`src/hw/rtl/mvbq_pkg.sv`:
```
// ============================================================================
// Multi-voice biquad filter package
// Widths, types, register indexes and constants shared by the filter modules.
// ============================================================================
`timescale 1ns / 1ps

package mvbq_pkg;

   localparam int NUM_VOICES   = 16;
   localparam int SAMPLE_W     = 24;
   localparam int VOICE_W      = 4;
   localparam int COEF_W       = 32;
   localparam int COEF_FRAC    = 28;
   localparam int CSR_IDX_W    = 3;
   localparam int CSR_DATA_W   = 32;
   localparam int PIPE_STAGES  = 3;

   // Voice index into the history store; the voice field must cover it.
   localparam int VOICE_ADDR_W = (NUM_VOICES > 1) ? $clog2(NUM_VOICES) : 1;

   // Product, partial sum and full sum widths of the multiply-accumulate path.
   localparam int PROD_W = COEF_W + SAMPLE_W;
   localparam int PSUM_W = PROD_W + 2;
   localparam int SUM_W  = PROD_W + 3;
   localparam int RND_W  = SUM_W - COEF_FRAC;

   localparam logic [VOICE_W:0] VOICE_LIMIT = (VOICE_W + 1)'(NUM_VOICES);

   typedef logic signed [SAMPLE_W-1:0] sample_type;
   typedef logic signed [COEF_W-1:0]   coef_type;

   localparam sample_type SAMPLE_MAX = {1'b0, {(SAMPLE_W - 1){1'b1}}};
   localparam sample_type SAMPLE_MIN = {1'b1, {(SAMPLE_W - 1){1'b0}}};
   localparam logic signed [SUM_W-1:0] ROUND_BIAS = SUM_W'(64'd1 << (COEF_FRAC - 1));
   localparam coef_type COEF_ONE = coef_type'(64'd1 << COEF_FRAC);

   typedef enum logic [CSR_IDX_W-1:0] {
      CSR_COEF_B0 = 3'd0,
      CSR_COEF_B1 = 3'd1,
      CSR_COEF_B2 = 3'd2,
      CSR_COEF_A1 = 3'd3,
      CSR_COEF_A2 = 3'd4,
      CSR_BYPASS  = 3'd5
   } csr_index_type;

   typedef struct packed {
      coef_type b0;
      coef_type b1;
      coef_type b2;
      coef_type a1;
      coef_type a2;
      logic     bypass;
   } coef_set_type;

   // One voice's history: the last two inputs and the last two outputs.
   typedef struct packed {
      sample_type in_1;
      sample_type in_2;
      sample_type out_1;
      sample_type out_2;
   } hist_type;

   localparam int HIST_W = $bits(hist_type);

   // Voices held by the pipeline stages, for the same-voice interlock.
   typedef struct packed {
      logic [PIPE_STAGES-1:0]              busy;
      logic [PIPE_STAGES-1:0][VOICE_W-1:0] voice;
   } pipe_status_type;

   typedef struct packed {
      logic                    en;
      logic [VOICE_ADDR_W-1:0] addr;
      hist_type                data;
   } hist_wb_type;

endpackage

```
`src/hw/rtl/mvbq_csr.sv`:
```
// ============================================================================
// Multi-voice biquad filter configuration registers
// Holds the five coefficients and the bypass switch written over the CSR port.
// ============================================================================
`timescale 1ns / 1ps

module mvbq_csr (
   input  logic                               clock,
   input  logic                               reset,
   input  logic                               csr_write_en,
   input  logic [mvbq_pkg::CSR_IDX_W-1:0]     csr_index,
   input  logic [mvbq_pkg::CSR_DATA_W-1:0]    csr_wdata,
   output mvbq_pkg::coef_set_type             coefs
);

   import mvbq_pkg::*;

   coef_set_type coefs_ff;
   coef_set_type coefs_in;
   coef_type     wcoef;

   assign wcoef = $signed(csr_wdata[COEF_W-1:0]);

   always_comb begin
      coefs_in = coefs_ff;
      if (csr_write_en) begin
         case (csr_index)
            CSR_COEF_B0: coefs_in.b0     = wcoef;
            CSR_COEF_B1: coefs_in.b1     = wcoef;
            CSR_COEF_B2: coefs_in.b2     = wcoef;
            CSR_COEF_A1: coefs_in.a1     = wcoef;
            CSR_COEF_A2: coefs_in.a2     = wcoef;
            CSR_BYPASS:  coefs_in.bypass = csr_wdata[0];
            default:     coefs_in        = coefs_ff;
         endcase
      end
   end

   always_ff @(posedge clock) begin
      if (reset) begin
         coefs_ff.b0     <= COEF_ONE;
         coefs_ff.b1     <= '0;
         coefs_ff.b2     <= '0;
         coefs_ff.a1     <= '0;
         coefs_ff.a2     <= '0;
         coefs_ff.bypass <= 1'b0;
      end else begin
         coefs_ff <= coefs_in;
      end
   end

   assign coefs = coefs_ff;

endmodule

```
`config.mk`:
```
export PLATFORM = sky130hd
export DESIGN_NAME = mvbq_csr
export DESIGN_NICKNAME = d
export VERILOG_FILES = /design/src/hw/rtl/mvbq_pkg.sv /design/src/hw/rtl/mvbq_csr.sv
export SDC_FILE = /design/constraint.sdc
export NUM_CORES = 1
export LEC_CHECK = 0
export BUFFER_PORTS_ARGS = -buffer_cell sky130_fd_sc_hd__buf_2
export CORE_ASPECT_RATIO = 0.6
export CORE_MARGIN = 5
export CORE_UTILIZATION = 30
export CTS_CLUSTER_DIAMETER = 80
export DETAILED_ROUTE_END_ITERATION = 6
export HOLD_SLACK_MARGIN = 0.1
export PLACE_DENSITY = 0.58
export SLEW_MARGIN = 20
export SYNTH_ARGS = -nofsm -noshare
export SYNTH_HDL_FRONTEND = slang
export SYNTH_SLANG_ARGS = --single-unit
export TNS_END_PERCENT = 1
```
`constraint.sdc`:
```
create_clock -name clock -period 4.2 [get_ports clock]
set_input_delay 0.84 -clock clock [delete_from_list [all_inputs] [get_ports clock]]
set_output_delay 0.84 -clock clock [all_outputs]
set_load 0.02 [all_outputs]
```
==> out/summary.txt, run 1 <==
Detailed-route wire length - 17.2 mm
Worst hold path class - reg2reg
Peak fanout along the critical path - 32
Area of the core - 0.0209 sq mm
Post-route ant nets - 0
Hold Buf Count CTS - 0
Die W - 197 um
Worst slew margin - 36.5%
Skew-Pair Late Insertion Delay - 420 ps
Std cell rows - 41
Syn nets - 602
CTS tree - built
LEAKAGE - 0.00427 uW
Largest net degree at the start of global routing - 81
Total negative setup slack - 0 ps
Crit share post-route - 47.1%
Buffers on Ports - 198
Async S/R FF share, synth - 0%
Total number of vias - 4462
Crit path buf inv count - 1
DR pass1 iterations - 4
Clk pin slew, worst setup/hold paths - 60 ps
Starting Density - 30.3%
Die area - 0.0242 sq mm
Synth warn - 0
Fin. max-slew vios - 0
Critical-path top delay cell - nand4bb_4
Diode count - 0
First-pass GRT wire length - 26.4 mm
Clock skew - 0 ps
Initial antenna violation count - 0
Seq cells post-synth - 161
Top delay family on crit path - simple AND/OR/NAND/NOR gates
Nets - 785
Num CTS Buffers - 17
RSZ-0062 raised after global routing - false
Routed len/inst - 16.6 um
Crit Path Class - in2reg
Fin util - 39.2%
Status - finished clean
Syn Area/Cell - 11.2 sq um
DPL Wire Length - 11.5 mm
Top Ports - 199
Critical path launch point type - primary input
Tightest Pin Transition - 950 ps
CTS HTree Levels - 4
DR DRC count - 0
Commonest cells in the netlist - nand2b_1 (192), dfxtp_1 (161), mux2i_1 (161)
Crit path cell chain - buf_2, nand4bb_4, mux2i_1
Post-synth top area share - 51.0%
Routability cong. - 0.719
Netlist cell types - 13
Vias in the first global route - 4515
Final Setup Violations - 0
Gate Count Post-Synth - 564
Worst setup EP type - flop
Worst EP arrival - 2300 ps
Seq/Total Area, Yosys - 51.0%
DR vias/cell - 4.30
Number of synthesized flops with an enable pin - 0
Most frequent cell after synthesis - nand2b_1
Total global routing overflow - 0
Post-cts resize count - 0
Layout area overhead - 29.4%
Longest Clk Path Bufs - 2
DR iter-0 viols - 145
Maximum clock rate - 505 MHz
Overall Global Routing Usage - 14.2%
Yosys top cell by area - dfxtp_1
Layout cells sized above 1 - 31.1%
CP required - 4520 ps
Synth top area cells - dfxtp_1 (51%), mux2i_1 (25%), nand2b_1 (19%), clkbuf_1 (1.3%), buf_2 (1.2%)
Total setup buffers inserted after CTS - 0
Crit path time final - 1980 ps
Die height - 122 um
Synth Cell Area - 0.00632 sq mm
Max IR drop VDD - 0.260 mV
Max_cap viols - 0
Clock root buffer - clkbuf_16
Ys flop type - dfxtp_1
CP max stage delay - 870 ps
# clock sinks - 161
Max FFs per register - 161
Hold Fails Final Rpt - 0
Pwr/cell area - 420 mW/mm^2
final cells by class:
| type | count | area [sq um] |
|---|---|---|
| clock inverter | 10 | 160 |
| multi-input combinational | 363 | 2960 |
| clock buffer | 20 | 437 |
| timing repair buffer | 204 | 1050 |
| tap | 279 | 349 |
| sequential | 161 | 3220 |
| fill | 2083 | 12700 |
logic make-up after synthesis:
logic type / share of synthesized area, %
multiplexers: 25.5
flip-flops: 51.0
AND/OR/NAND/NOR: 20.6
buffers and inverters: 2.91
routing by layer:
metal / routed length, um / global-route usage (%) / part of all wire (%) / vias up
met5: 0 / 0 / 0 / -
met4: 157 / 3.77 / 0.91 / 0
met3: 1630 / 6.69 / 9.5 / 11
met2: 6980 / 20.2 / 40 / 124
met1: 8470 / 19.3 / 49 / 2088
li1: - / - / - / 2239
worst paths after layout:
kind | to | depth (start not counted) | from | slack (ps)
hold reg to reg | coefs[49] | 2 | coefs[49] | 470
setup reg to reg | coefs[89] | 2 | coefs[89] | 3530
hold / removal | coefs[49] | 2 | coefs[49] | 470
setup / recovery | coefs[94] | 3 | csr_index[2] | 2220
worst reg2reg max path: stages, from the launching register on:
cell      delay (ps)
dfxtp_1          350
nand2b_1          70
mux2i_1          150
placed cells by master, fill, tap and decap left out:
master      Yosys  final
mux2i_1       161    161
clkbuf_1       22      3
clkbuf_16       0     17
or4b_4          1      1
buf_4           2      6
nand2b_1      192    192
clkinvlp_4      0      1
nand4bb_4       0      2
and4bb_1        1      1
dfxtp_1       161    161
buf_12          0      1
nor4b_4         0      1
nor2_1          2      2
nand4b_1        2      2
bufinv_16       0      4
buf_2          15    197
clkinv_4        0      1
inv_6           0      1
nand4bb_2       0      1
clkinv_2        0      3
through the flow:
stage	instances	area (sq um)	power (uW)	setup slack, ps	hold WS, ps
6_report	1037	8180	3440	2220	467
4_1_cts	1037	8180	3490	2200	473
3_3_place_gp	1007	7580	1870	1820	457
2_1_floorplan	564	6320	1780	2290	546
3_5_place_dp	1007	7580	1870	1740	460
5_1_grt	1037	8180	3590	2100	489
where the power goes:
group          switching, uW  leakage [uW]  internal (uW)  total [uW]
registers               17.8       0.00130           1560        1580
clock network            614      0.000290            988        1600
logic                    151       0.00268            106         257
No activity file was read; power rests on OpenSTA's default activity.
==> inputs of run 2 (changes only) <==
clock period = 1.9 ns   (was 4.2 ns; I/O delays follow)
==> run 2 against run 1 <==
- first-iteration DRC count rose by 11%
- die area did not move
- clock skew stayed put
- setup slack got worse by 1700 ps
- flip-flop and latch count unchanged
- critical path depth down 2
- utilization grew 0.68 points
==> out/summary.txt, run 2 (synthesized netlist as in run 1, its figures left out) <==
Int Pwr - 5760 uW (+120%)
Seq pwr share - 46.1% (+0.2 points)
Num CTS Buffers - 17 (unchanged)
Post-route ant nets - 0 (unchanged)
Std cell rows - 41 (unchanged)
CP max stage delay - 380 ps (-490 ps)
Max FFs per register - 161 (unchanged)
Clk pin slew, worst setup/hold paths - 60 ps (about the same)
Hold Fails Final Rpt - 0 (unchanged)
Longest Clk Path Bufs - 2 (unchanged)
DR vias/cell - 4.30 (about the same)
Top Ports - 199 (unchanged)
Post-Route M1 WL - 8.67 mm (+2.3%)
Total global routing overflow - 0 (unchanged)
Uppermost layer routed - met4
Die area - 0.0242 sq mm (unchanged)
LEAKAGE - 0.00433 uW (+1.5%)
Peak fanout along the critical path - 2 (-94%)
CTS tree - built
Worst EP arrival - 980 ps (-1320 ps)
Routability cong. - 0.728 (+1.3%)
Commonest non-fill, non-tap cell in the layout - buf_2
CTS HTree Levels - 4 (unchanged)
Net switching power - 1800 uW (+130%)
CP required - 1520 ps (-3000 ps)
Sw Ratio - 23.8% (+1.1 points)
Worst slew margin - 73.6% (+37 points)
Crit path time final - 1360 ps
DR pass1 iterations - 5 (+1)
Total negative setup slack - 0 ps (unchanged)
WL met3 - 1.58 mm (-2.8%)
Clock skew - 0 ps (unchanged)
Pwr/cell area - 909 mW/mm^2 (+120%)
Die height - 122 um (unchanged)
Wire length on met2 - 7.29 mm (+4.4%)
Layout cells sized above 1 - 32.6% (+1.5 points)
Layout area overhead - 31.7%
Initial antenna violation count - 0 (unchanged)
Total setup buffers inserted after CTS - 0 (unchanged)
Post-cts resize count - 0 (unchanged)
Commonest cells after routing, fill and taps aside - buf_2 (197), nand2b_1 (192), mux2i_1 (161), dfxtp_1 (161), clkbuf_16 (17)
Total number of vias - 4523 (+1.4%)
Vias in the first global route - 4679 (+3.6%)
Critical path launch point type - flop
Area after DPL - 0.00773 sq mm (+1.9%)
Largest net degree at the start of global routing - 56 (-31%)
Skew-Pair Late Insertion Delay - 420 ps (about the same)
Diode count - 0 (unchanged)
DR DRC count - 0 (unchanged)
Crit path buf inv count - 1 (unchanged)
DPL Wire Length - 12.4 mm (+7.2%)
Buffers on Ports - 198 (unchanged)
Routed len/inst - 16.8 um (+1.2%)
Filler cell count in the final layout - 2051 (-1.5%)
# clock sinks - 161 (unchanged)
Detailed-route wire length - 17.7 mm (+2.6%)
Multi-input logic area - 0.00296 sq mm (unchanged)
Nets - 798 (+1.7%)
Overall Global Routing Usage - 14.9% (+0.67 points)
Tightest Pin Transition - 396 ps (-555 ps)
Max_cap viols - 0 (unchanged)
Gate power share - 7.8% (+0.3 points)
Clock root buffer - clkbuf_16
Worst setup EP type - output pin
Die W - 197 um (unchanged)
Status - finished clean
Clk pwr share - 46.0% (-0.6 points)
Max IR drop VDD - 0.577 mV (+120%)
Pre-CTS WS - 365 ps (-1380 ps)
Crit path cell chain - buf_2
Hold Buf Count CTS - 0 (unchanged)
Area of the core - 0.0209 sq mm (unchanged)
Crit Path Class - reg2out
Final Setup Violations - 0 (unchanged)
Top delay family on crit path - flip-flops
Fin area - 0.00832 sq mm (+1.7%)
First-pass GRT wire length - 27.5 mm (+4.3%)
Starting Density - 30.3% (unchanged)
Maximum clock rate - 734 MHz
Final worst slack - 538 ps (-1680 ps)
Worst hold path class - in2reg
Crit share post-route - 71.7%
Fin. max-slew vios - 0 (unchanged)
DR iter-0 viols - 161 (+11%)
RSZ-0062 raised after global routing - false
Reg area - 0.00322 sq mm (unchanged)
Critical-path top delay cell - dfxtp_1
[run 2: changes by cell type in the layout (fill, tap and decap cells not counted), sizes merged]
cell	previous run	this run
buf	204	217
bufinv	4	3
clkbuf	20	18
clkinv	4	2
clkinvlp	1	6
inv	1	2
[run 2: area by class of cell]
| cell class | count | share of cell area, % |
|---|---|---|
| Clock buffer | 18 | 5.16 |
| Clock inverter | 13 | 1.95 |
| Multi-Input combinational cell | 363 | 35.6 |
| Sequential cell | 161 | 38.7 |
| Tap cell | 279 | 4.19 |
| Timing Repair Buffer | 217 | 14.4 |
[run 2: layer usage]
metal | vias to the layer above | track usage [%]
met1 | 2132 | 20.3
met5 | - | 0
met2 | 125 | 21.3
li1 | 2252 | -
met4 | 0 | 3.98
met3 | 14 | 6.83
[run 2: power groups by stage]
stage          Combinational [uW]  Clock [uW]  Sequential (uW)
6_report                      593        3480             3490
3_3_place_gp                  603           0             3560
3_5_place_dp                  603           0             3560
5_1_grt                       642        3750             3500
2_1_floorplan                 273           0             3650
4_1_cts                       605        3590             3490
[run 2: worst paths after layout]
kind / from / end / slack [ps] / depth (start not counted)
worst max-delay path: coefs[137] / coefs[137] / 540 / 1
worst min-delay path: csr_wdata[28] / coefs[157] / 280 / 3
worst max register to register: coefs[113] / coefs[113] / 1240 / 2
worst min register to register: coefs[130] / coefs[130] / 470 / 2
[run 2: metrics by stage]
step                hold slack, ps  total power, uW  utilization, %  instances
floorplan                      546             3930               -        564
global placement               457             4170            37.0       1020
detailed placement             460             4170            37.0       1020
CTS                            268             7680            39.9       1051
global route                   263             7890            39.9       1051
finish                         285             7570            39.9       1051
