### src/hw/rtl/mvbq_ram.sv
// ============================================================================
// Generic single-port-write, single-port-read RAM
// One write and one registered read per cycle; read data holds between reads.
// ============================================================================
`timescale 1ns / 1ps

module mvbq_ram #(
   parameter int DATA_W = 8,
   parameter int DEPTH  = 16
) (
   input  logic                                  clock,
   input  logic                                  wr_en,
   input  logic [((DEPTH > 1) ? $clog2(DEPTH) : 1)-1:0] wr_addr,
   input  logic [DATA_W-1:0]                     wr_data,
   input  logic                                  rd_en,
   input  logic [((DEPTH > 1) ? $clog2(DEPTH) : 1)-1:0] rd_addr,
   output logic [DATA_W-1:0]                     rd_data
);

   logic [DATA_W-1:0] mem_ff [DEPTH];
   logic [DATA_W-1:0] rd_data_ff;

   always_ff @(posedge clock) begin
      if (wr_en) begin
         mem_ff[wr_addr] <= wr_data;
      end
      if (rd_en) begin
         rd_data_ff <= mem_ff[rd_addr];
      end
   end

   assign rd_data = rd_data_ff;

endmodule

### config.mk
export PLATFORM = sky130hd
export DESIGN_NAME = mvbq_ram
export DESIGN_NICKNAME = d
export VERILOG_FILES = /design/src/hw/rtl/mvbq_ram.sv
export SDC_FILE = /design/constraint.sdc
export NUM_CORES = 1
export LEC_CHECK = 0
export BUFFER_PORTS_ARGS = -buffer_cell sky130_fd_sc_hd__buf_2
export CAP_MARGIN = 20
export CELL_PAD_IN_SITES_DETAIL_PLACEMENT = 1
export CELL_PAD_IN_SITES_GLOBAL_PLACEMENT = 2
export CORE_MARGIN = 3
export CORE_UTILIZATION = 54
export CTS_BUF_LIST = sky130_fd_sc_hd__clkbuf_8
export DETAILED_ROUTE_END_ITERATION = 6
export PLACE_DENSITY = 0.87
export SYNTH_ARGS = -nofsm -noshare
export SYNTH_HDL_FRONTEND = slang
export SYNTH_SLANG_ARGS = --single-unit
### constraint.sdc
create_clock -name clock -period 3.7 [get_ports clock]
set_input_delay 0.185 -clock clock [delete_from_list [all_inputs] [get_ports clock]]
set_output_delay 0.185 -clock clock [all_outputs]
set_load 0.01 [all_outputs]
==> insert_results.sql, run 1 <==
INSERT INTO impl_metrics (metric_group, metric, value, unit) VALUES
('timing', 'fin_tns_setup', '0', 'ns'),
('hold_path', 'min_delay_worst_endpoint', 'rd_data[7]', ''),
('power_and_ir_drop', 'static-leakage-power', '0.00192', 'uW'),
('synth', 'synth-compound-area-share', '2.30', '%'),
('place', 'detailed_place_hpwl', '6.94', 'mm'),
('clock_network', 'cts_inserted_buffers', '17', ''),
('synth', 'netlist_top_cells_count', 'sky130_fd_sc_hd__edfxtp_1 (136), sky130_fd_sc_hd__mux4_2 (18), sky130_fd_sc_hd__a22oi_1 (16)', ''),
('routing', 'drc', '0', ''),
('status', 'result_of_the_run', 'finished clean', ''),
('synth', 'post_synth_instance_area', '5230', 'um^2'),
('clock_network', 'clk_pin_slew_worst_paths', '0.08', 'ns'),
('synth', 'synth_ff_type', 'sky130_fd_sc_hd__edfxtp_1', ''),
('hold_path', 'whs_path_depth', '1', ''),
('final_layout', 'n_fill_cell', '811', ''),
('synth', 'main_combinational_cell_family_by_area_after_synthesis', 'multiplexers', ''),
('synth', 'synth_simple_gate_area_share', '3.14', '%'),
('routing', 'first_pass_iters', '4', ''),
('place', 'placement.setup.worst_slack', '1.56', 'ns'),
('global_routing', 'maximum_number_of_pins_on_one_net_before_global_route_repair', '33', ''),
('synth', 'synth-edff-count', '136', ''),
('routing', 'route.detailed.vias_per_inst', '5.87', ''),
('critical_path', 'r2r_setup_slack', '2.15', 'ns'),
('final_layout', 'fin_cells', '412', ''),
('global_routing', 'grt_pass1_vias', '2617', ''),
('final_layout', 'antenna_cells_inserted', '0', ''),
('clock_network', 'clock-root-buffer', 'sky130_fd_sc_hd__clkbuf_8', ''),
('global_routing', 'antenna_violations_before_repair', '0', ''),
('critical_path', 'crit_arrival', '1.87', 'ns'),
('clock_network', 'post_cts_buffers', '0', ''),
('floorplanning', 'die_h', '104', 'um'),
('synth', 'postSynth.asyncResetShare', '0', '%'),
('critical_path', 'timing.critical_path.fanout_max', '15', ''),
('synth', 'yosys.area.top_type_share', '78.1', '%'),
('place', 'port_buffers', '26', ''),
('synth', 'synth_area_in_adders', '0', '%'),
('clock_network', 'clock_tree.htree_level_count', '4', ''),
('critical_path', 'timing.setup.critical_path_class', 'primary input to register', ''),
('power_and_ir_drop', 'design_power_total', '3000', 'uW'),
('critical_path', 'r2r-start', 'mem_ff[8][4]', ''),
('critical_path', 'worstSetupStartpoint', 'rd_addr[0]', ''),
('critical_path', 'r2r_cells', '3', ''),
('critical_path', 'worstSetupStartpointType', 'primary input', ''),
('floorplanning', 'placeableCoreArea', '9330', 'um^2'),
('final_layout', 'regArea', '4080', 'um^2'),
('synth', 'synth_cell_type_count', '18', ''),
('timing', 'period_share', '46.1', '%'),
('critical_path', 'timing.rr.end', 'rd_data[4]', ''),
('final_layout', 'finalNetCount', '289', ''),
('clock_network', 'cts-resized-gates', '0', ''),
('floorplanning', 'ios', '27', ''),
('synth', 'number_of_warning_messages_in_the_yosys_log', '0', ''),
('global_routing', 'grt_remaining_overflow', '0', ''),
('timing', 'worst_clock_skew', '0.00799', 'ns'),
('routing', 'wire_per_inst', '25.6', 'um'),
('synth', 'yosys-top-cells-area', 'sky130_fd_sc_hd__edfxtp_1 (78%), sky130_fd_sc_hd__mux4_2 (7.8%), sky130_fd_sc_hd__mux4_1 (7.0%)', ''),
('synth', 'synth_area_leader_cell', 'sky130_fd_sc_hd__edfxtp_1', ''),
('clock_network', 'cts_sinks', '136', ''),
('floorplanning', 'fp.dieArea', '10900', 'um^2'),
('timing', 'maxClockFrequency', '0.586', 'GHz'),
('place', 'gp_congestion', '0.725', ''),
('final_layout', 'layout-area-overhead-vs-synth', '11.8', '%'),
('synth', 'syn_nets', '248', ''),
('routing', 'detailedRoute.firstIterationViolations', '224', ''),
('clock_network', 'cts_tree', 'yes', ''),
('clock_network', 'holdBufCountCts', '0', ''),
('floorplanning', 'placementRows', '35', ''),
('routing', 'routed-via-count', '2420', ''),
('synth', 'synth_mux_area_share', '14.8', '%'),
('place', 'placedCellCount', '380', ''),
('final_layout', 'post_route_cells_drive_above_1_share', '28.3', '%'),
('power_and_ir_drop', 'power-per-cell-area', '513', 'nW/um^2');
## flip-flops by register name, indices dropped and copies added, names as in the netlist
signal / count
mem_ff: 128
rd_data: 8
## kinds of logic (layout without fill, tap and decap cells)
group,count (synthesis),after routing
compound gates,16,16
buf+inv,10,64
flops,136,136
mux,32,32
simple gates,35,35
## where the power goes
group / switching [uW] / total [uW] / internal (uW)
Sequential: 10.2 / 1740 / 1730
Combinational: 91.5 / 153 / 61.9
Clock: 570 / 1100 / 532
Total: 672 / 3000 / 2330
## how the worst max path moves through the flow
stage                   end  depth (start not counted)
2_1_floorplan  mem_ff[0][0]                          2
3_3_place_gp     rd_data[3]                          5
3_5_place_dp     rd_data[4]                          5
4_1_cts          rd_data[4]                          5
5_1_grt          rd_data[4]                          5
6_report         rd_data[4]                          5
## layer usage
| metal | track usage [%] | part of all wire, % | up-vias |
|---|---|---|---|
| li1 | - | - | 1060 |
| met1 | 29.3 | 43 | 1268 |
| met2 | 32.9 | 51 | 86 |
| met3 | 5.40 | 5.7 | 6 |
| met4 | 6.74 | 0.91 | 0 |
| met5 | 0 | 0 | - |
## layout make-up
class	count	share of cell area (%)
tap	129	2.76
timing repair buffer	32	3.00
sequential	136	69.9
clock buffer	17	4.01
multi-input combinational	83	18.1
clock inverter	15	2.23
## worst max-delay path: stages
cell                      delay (ns)
sky130_fd_sc_hd__buf_2          0.40
sky130_fd_sc_hd__buf_4          0.35
sky130_fd_sc_hd__mux4_2         0.55
sky130_fd_sc_hd__a22oi_1        0.27
sky130_fd_sc_hd__nand2_1        0.10
## layout by cell type (no fill, tap or decap), types with 2 or more instances in the layout
cell type,n
sky130_fd_sc_hd__clkbuf_8,17
sky130_fd_sc_hd__buf_4,6
sky130_fd_sc_hd__a22oi_1,16
sky130_fd_sc_hd__nor3_1,4
sky130_fd_sc_hd__clkinv_4,4
sky130_fd_sc_hd__mux4_2,18
sky130_fd_sc_hd__buf_2,26
sky130_fd_sc_hd__nand2_1,9
sky130_fd_sc_hd__clkinvlp_4,3
sky130_fd_sc_hd__inv_6,3
sky130_fd_sc_hd__nor2_1,13
sky130_fd_sc_hd__nand2b_1,2
sky130_fd_sc_hd__edfxtp_1,136
sky130_fd_sc_hd__nand3b_1,2
sky130_fd_sc_hd__mux4_1,14
sky130_fd_sc_hd__inv_1,2
## per-stage QoR
step,instance area (um^2),hold slack (ns)
finish,5840,0.133
global route,5840,0.106
CTS,5840,0.108
detailed placement,5480,0.567
global placement,5480,0.567
floorplan,5230,0.284
Power figures use the tool's default switching activity.
==> inputs of run 2 (changes only) <==
ABC_AREA = 1   (was not set)
CORE_UTILIZATION = 42   (was 54)
PLACE_DENSITY = 0.82   (was 0.87)
clock period = 1.7 ns   (was 3.7 ns; I/O delays follow)
==> insert_results.sql, run 2 <==
INSERT INTO impl_metrics (metric_group, metric, value, unit) VALUES
('status', 'result_of_the_run', 'finished clean', ''),
('critical_path', 'cpPeakStageDelay', '0.37', 'ns'),
('timing', 'fin_tns_setup', '0', 'ns'),
('synth', 'netlist_top_cells_count', 'sky130_fd_sc_hd__nand2_1 (173), sky130_fd_sc_hd__edfxtp_1 (136), sky130_fd_sc_hd__inv_1 (100)', ''),
('clock_network', 'clockBufferDepth', '2', ''),
('global_routing', 'grt_first_pass_wirelength', '23.0', 'mm'),
('critical_path', 'timing.setup.critical_path_class', 'register to register', ''),
('synth', 'synth_ff_type', 'sky130_fd_sc_hd__edfxtp_1', ''),
('power_and_ir_drop', 'p_switching', '1520', 'uW'),
('global_routing', 'antenna_violations_before_repair', '0', ''),
('place', 'port_buffers', '26', ''),
('floorplanning', 'placeableCoreArea', '13500', 'um^2'),
('timing', 'max_slew_margin', '53.6', '%'),
('final_layout', 'largest_register', 'mem_ff', ''),
('critical_path', 'cpMostUsedCell', 'sky130_fd_sc_hd__nand3_1', ''),
('clock_network', 'clock-root-buffer', 'sky130_fd_sc_hd__clkbuf_8', ''),
('power_and_ir_drop', 'design_power_total', '6680', 'uW'),
('power_and_ir_drop', 'p_clk_share', '36.1', '%'),
('critical_path', 'critical-path-slowest-cell', 'sky130_fd_sc_hd__edfxtp_1', ''),
('power_and_ir_drop', 'internal_power', '5160', 'uW'),
('synth', 'syn_nets', '570', ''),
('clock_network', 'clkLatencyLatePin', '0.44', 'ns'),
('synth', 'synth-edff-count', '136', ''),
('final_layout', 'finish.utilization', '49.0', '%'),
('hold_path', 'min-delay-path-class', 'primary input to register', ''),
('final_layout', 'n_fill_cell', '1532', ''),
('critical_path', 'r2r_cells', '6', ''),
('synth', 'number_of_warning_messages_in_the_yosys_log', '0', ''),
('final_layout', 'finalNetCount', '617', ''),
('timing', 'timing.final.crit_period', '1.15', 'ns'),
('final_layout', 'post_route_cells_drive_above_1_share', '12.9', '%'),
('power_and_ir_drop', 'power-per-cell-area', '1010', 'nW/um^2'),
('global_routing', 'met2_usage', '34.7', '%'),
('power_and_ir_drop', 'switching_share', '22.7', '%'),
('floorplanning', 'placementRows', '42', ''),
('critical_path', 'setup.worst_path.end_class', 'register', ''),
('critical_path', 'timing.critical_path.fanout_max', '1', ''),
('timing', 'final_setup_vio_count', '0', ''),
('clock_network', 'post_cts_buffers', '0', ''),
('final_layout', 'largest_reg_flops', '128', ''),
('clock_network', 'cts_tree', 'yes', ''),
('timing', 'tightestPinTransition', '0.695', 'ns'),
('final_layout', 'final_cell_mix', 'sky130_fd_sc_hd__nand2_1 (173), sky130_fd_sc_hd__edfxtp_1 (136), sky130_fd_sc_hd__inv_1 (102), sky130_fd_sc_hd__nand3_1 (97), sky130_fd_sc_hd__buf_2 (26)', ''),
('job', 'drv_cap', '0', ''),
('power_and_ir_drop', 'sequentialPowerShare', '56.8', '%'),
('global_routing', 'grt_pass1_vias', '4077', ''),
('clock_network', 'clk_pin_slew_worst_paths', '0.07', 'ns'),
('clock_network', 'cts_sinks', '136', ''),
('clock_network', 'holdBufCountCts', '0', ''),
('synth', 'netlist_instances', '551', ''),
('routing', 'detail_route.wirelength', '14.8', 'mm'),
('critical_path', 'timing.rr.end', 'rd_data[2]', ''),
('hold_path', 'worst_hold_startpoint', 'wr_data[2]', ''),
('critical_path', 'critical_path.top_delay_family', 'simple AND/OR/NAND/NOR gates', ''),
('global_routing', 'met3_usage', '3.72', '%'),
('timing', 'worst_clock_skew', '0.00969', 'ns'),
('clock_network', 'cts_inserted_buffers', '17', ''),
('routing', 'drc', '0', ''),
('floorplanning', 'ios', '27', ''),
('critical_path', 'worst_ep_required_time', '1.88', 'ns'),
('place', 'gp_congestion', '0.779', ''),
('floorplanning', 'fp.dieArea', '15400', 'um^2'),
('power_and_ir_drop', 'static-leakage-power', '0.00286', 'uW'),
('global_routing', 'maximum_number_of_pins_on_one_net_before_global_route_repair', '42', ''),
('global_routing', 'grt.met1_usage', '27.6', '%'),
('synth', 'post_synth_instance_area', '5850', 'um^2'),
('synth', 'seq_area_frac_synth', '69.8', '%'),
('timing', 'setup_ws', '0.546', 'ns'),
('timing', 'slew_viol_final', '0', ''),
('hold_path', 'min_delay_worst_endpoint', 'mem_ff[4][2]', ''),
('routing', 'first_pass_iters', '4', ''),
('routing', 'detailedRoute.firstIterationViolations', '244', ''),
('final_layout', 'antenna_cells_inserted', '0', ''),
('global_routing', 'grt_remaining_overflow', '0', ''),
('critical_path', 'worstSetupStartpointType', 'register', ''),
('floorplanning', 'die_h', '124', 'um'),
('routing', 'route.detailed.vias_per_inst', '5.00', ''),
('synth', 'yosys.area.top_type_share', '69.8', '%'),
('global_routing', 'grt.total_usage', '20.7', '%'),
('synth', 'synth.ff_latch_count', '136', ''),
('routing', 'wire_per_inst', '18.8', 'um'),
('hold_path', 'whs_path_depth', '1', ''),
('synth', 'synthMostInstantiatedCell', 'sky130_fd_sc_hd__nand2_1', ''),
('synth', 'postSynth.asyncResetShare', '0', '%'),
('synth', 'synth_area_leader_cell', 'sky130_fd_sc_hd__edfxtp_1', ''),
('power_and_ir_drop', 'p_comb_share', '7.1', '%'),
('floorplanning', 'starting_density', '43.5', '%'),
('floorplanning', 'die_w', '124', 'um'),
('clock_network', 'cts-resized-gates', '0', ''),
('routing', 'routed-via-count', '3933', ''),
('synth', 'syn_area_per_cell', '10.6', 'um^2'),
('clock_network', 'clock_tree.htree_level_count', '4', ''),
('synth', 'yosys-top-cells-area', 'sky130_fd_sc_hd__edfxtp_1 (70%), sky130_fd_sc_hd__nand2_1 (11%), sky130_fd_sc_hd__nand3_1 (8.3%)', ''),
('final_layout', 'layout.cells.most_common', 'sky130_fd_sc_hd__nand2_1', ''),
('critical_path', 'path_buf_inv', '1', ''),
('place', 'detailed_place_hpwl', '9.67', 'mm'),
('synth', 'synth_cell_type_count', '11', ''),
('global_routing', 'grt.busiest_layer', 'met2', ''),
('critical_path', 'crit_arrival', '1.33', 'ns'),
('power_and_ir_drop', 'max-vdd-ir-drop', '0.363', 'mV'),
('critical_path', 'cp_cell_sequence', 'inv_1, nand2_1, nand3_1, nand3_1, nand3_1, nand2_1', ''),
('routing', 'route.antenna.remaining_nets', '0', ''),
('timing', 'grt_setup_unrepaired', 'no', ''),
('critical_path', 'r2r_setup_slack', '0.55', 'ns'),
('place', 'placement.setup.worst_slack', '0.151', 'ns'),
('timing', 'final-hold-violation-count', '0', ''),
('timing', 'period_share', '67.9', '%'),
('final_layout', 'layout-area-overhead-vs-synth', '12.7', '%'),
('critical_path', 'r2r-start', 'mem_ff[9][2]', ''),
('timing', 'maxClockFrequency', '0.866', 'GHz');
## run 2: changes by cell type in the layout (fill, tap and decap cells not counted), moves of 16 or more
cell,change
sky130_fd_sc_hd__a22oi_1,-16
sky130_fd_sc_hd__mux4_2,-18
sky130_fd_sc_hd__inv_1,+100
sky130_fd_sc_hd__buf_4,+19
sky130_fd_sc_hd__nand2_1,+164
sky130_fd_sc_hd__nand3_1,+96
## run 2: power by group through the flow
stage	Combinational, uW	Sequential (uW)	Clock [uW]
after CTS	485	3800	2470
final	475	3800	2410
after global placement	467	3870	0
after detailed placement	484	3870	0
after floorplan	265	3870	0
after global routing	535	3800	2610
## run 2: per-stage QoR
stage          hold WS, ns  area (um^2)  instances
6_report            0.0284         6590        787
5_1_grt             0.0131         6590        787
4_1_cts            0.00524         6590        787
3_5_place_dp         0.491         6240        755
3_3_place_gp         0.479         6240        755
2_1_floorplan        0.184         5850        551
## run 2: cell families after synthesis
logic type,share of synthesized area [%]
flip-flops,69.8
buffers and inverters,9.39
AND/OR/NAND/NOR,20.8
## run 2: worst max-delay path by stage
stage / from / end / depth (start not counted)
global route: mem_ff[9][2] / rd_data[2] / 6
finish: mem_ff[9][2] / rd_data[2] / 6
CTS: mem_ff[11][3] / rd_data[3] / 6
detailed placement: rd_addr[0] / rd_data[5] / 8
floorplan: wr_addr[2] / mem_ff[10][0] / 2
global placement: rd_addr[0] / rd_data[5] / 8
## run 2: worst reg2reg max path, stage by stage, from the launching register on
cell and delay (ns):
sky130_fd_sc_hd__edfxtp_1 0.37, sky130_fd_sc_hd__inv_1 0.06, sky130_fd_sc_hd__nand2_1 0.04, sky130_fd_sc_hd__nand3_1 0.10, sky130_fd_sc_hd__nand3_1 0.09, sky130_fd_sc_hd__nand3_1 0.15, sky130_fd_sc_hd__nand2_1 0.10
## run 2: area by class of cell
cell class                 count  area, um^2  share of cell area [%]
timing repair buffer          52         338                    5.13
multi-input combinational    289        1210                    18.4
tap                          176         220                    3.34
clock inverter                15         119                    1.80
sequential                   136        4080                    62.0
inverter                     102         383                    5.81
clock buffer                  17         234                    3.55
## run 2: routing by layer
layer  wire [um]  share of wire (%)
met1        6610                 45
met2        7450                 50
met3         634                4.3
met4         140               0.94
met5           0                  0
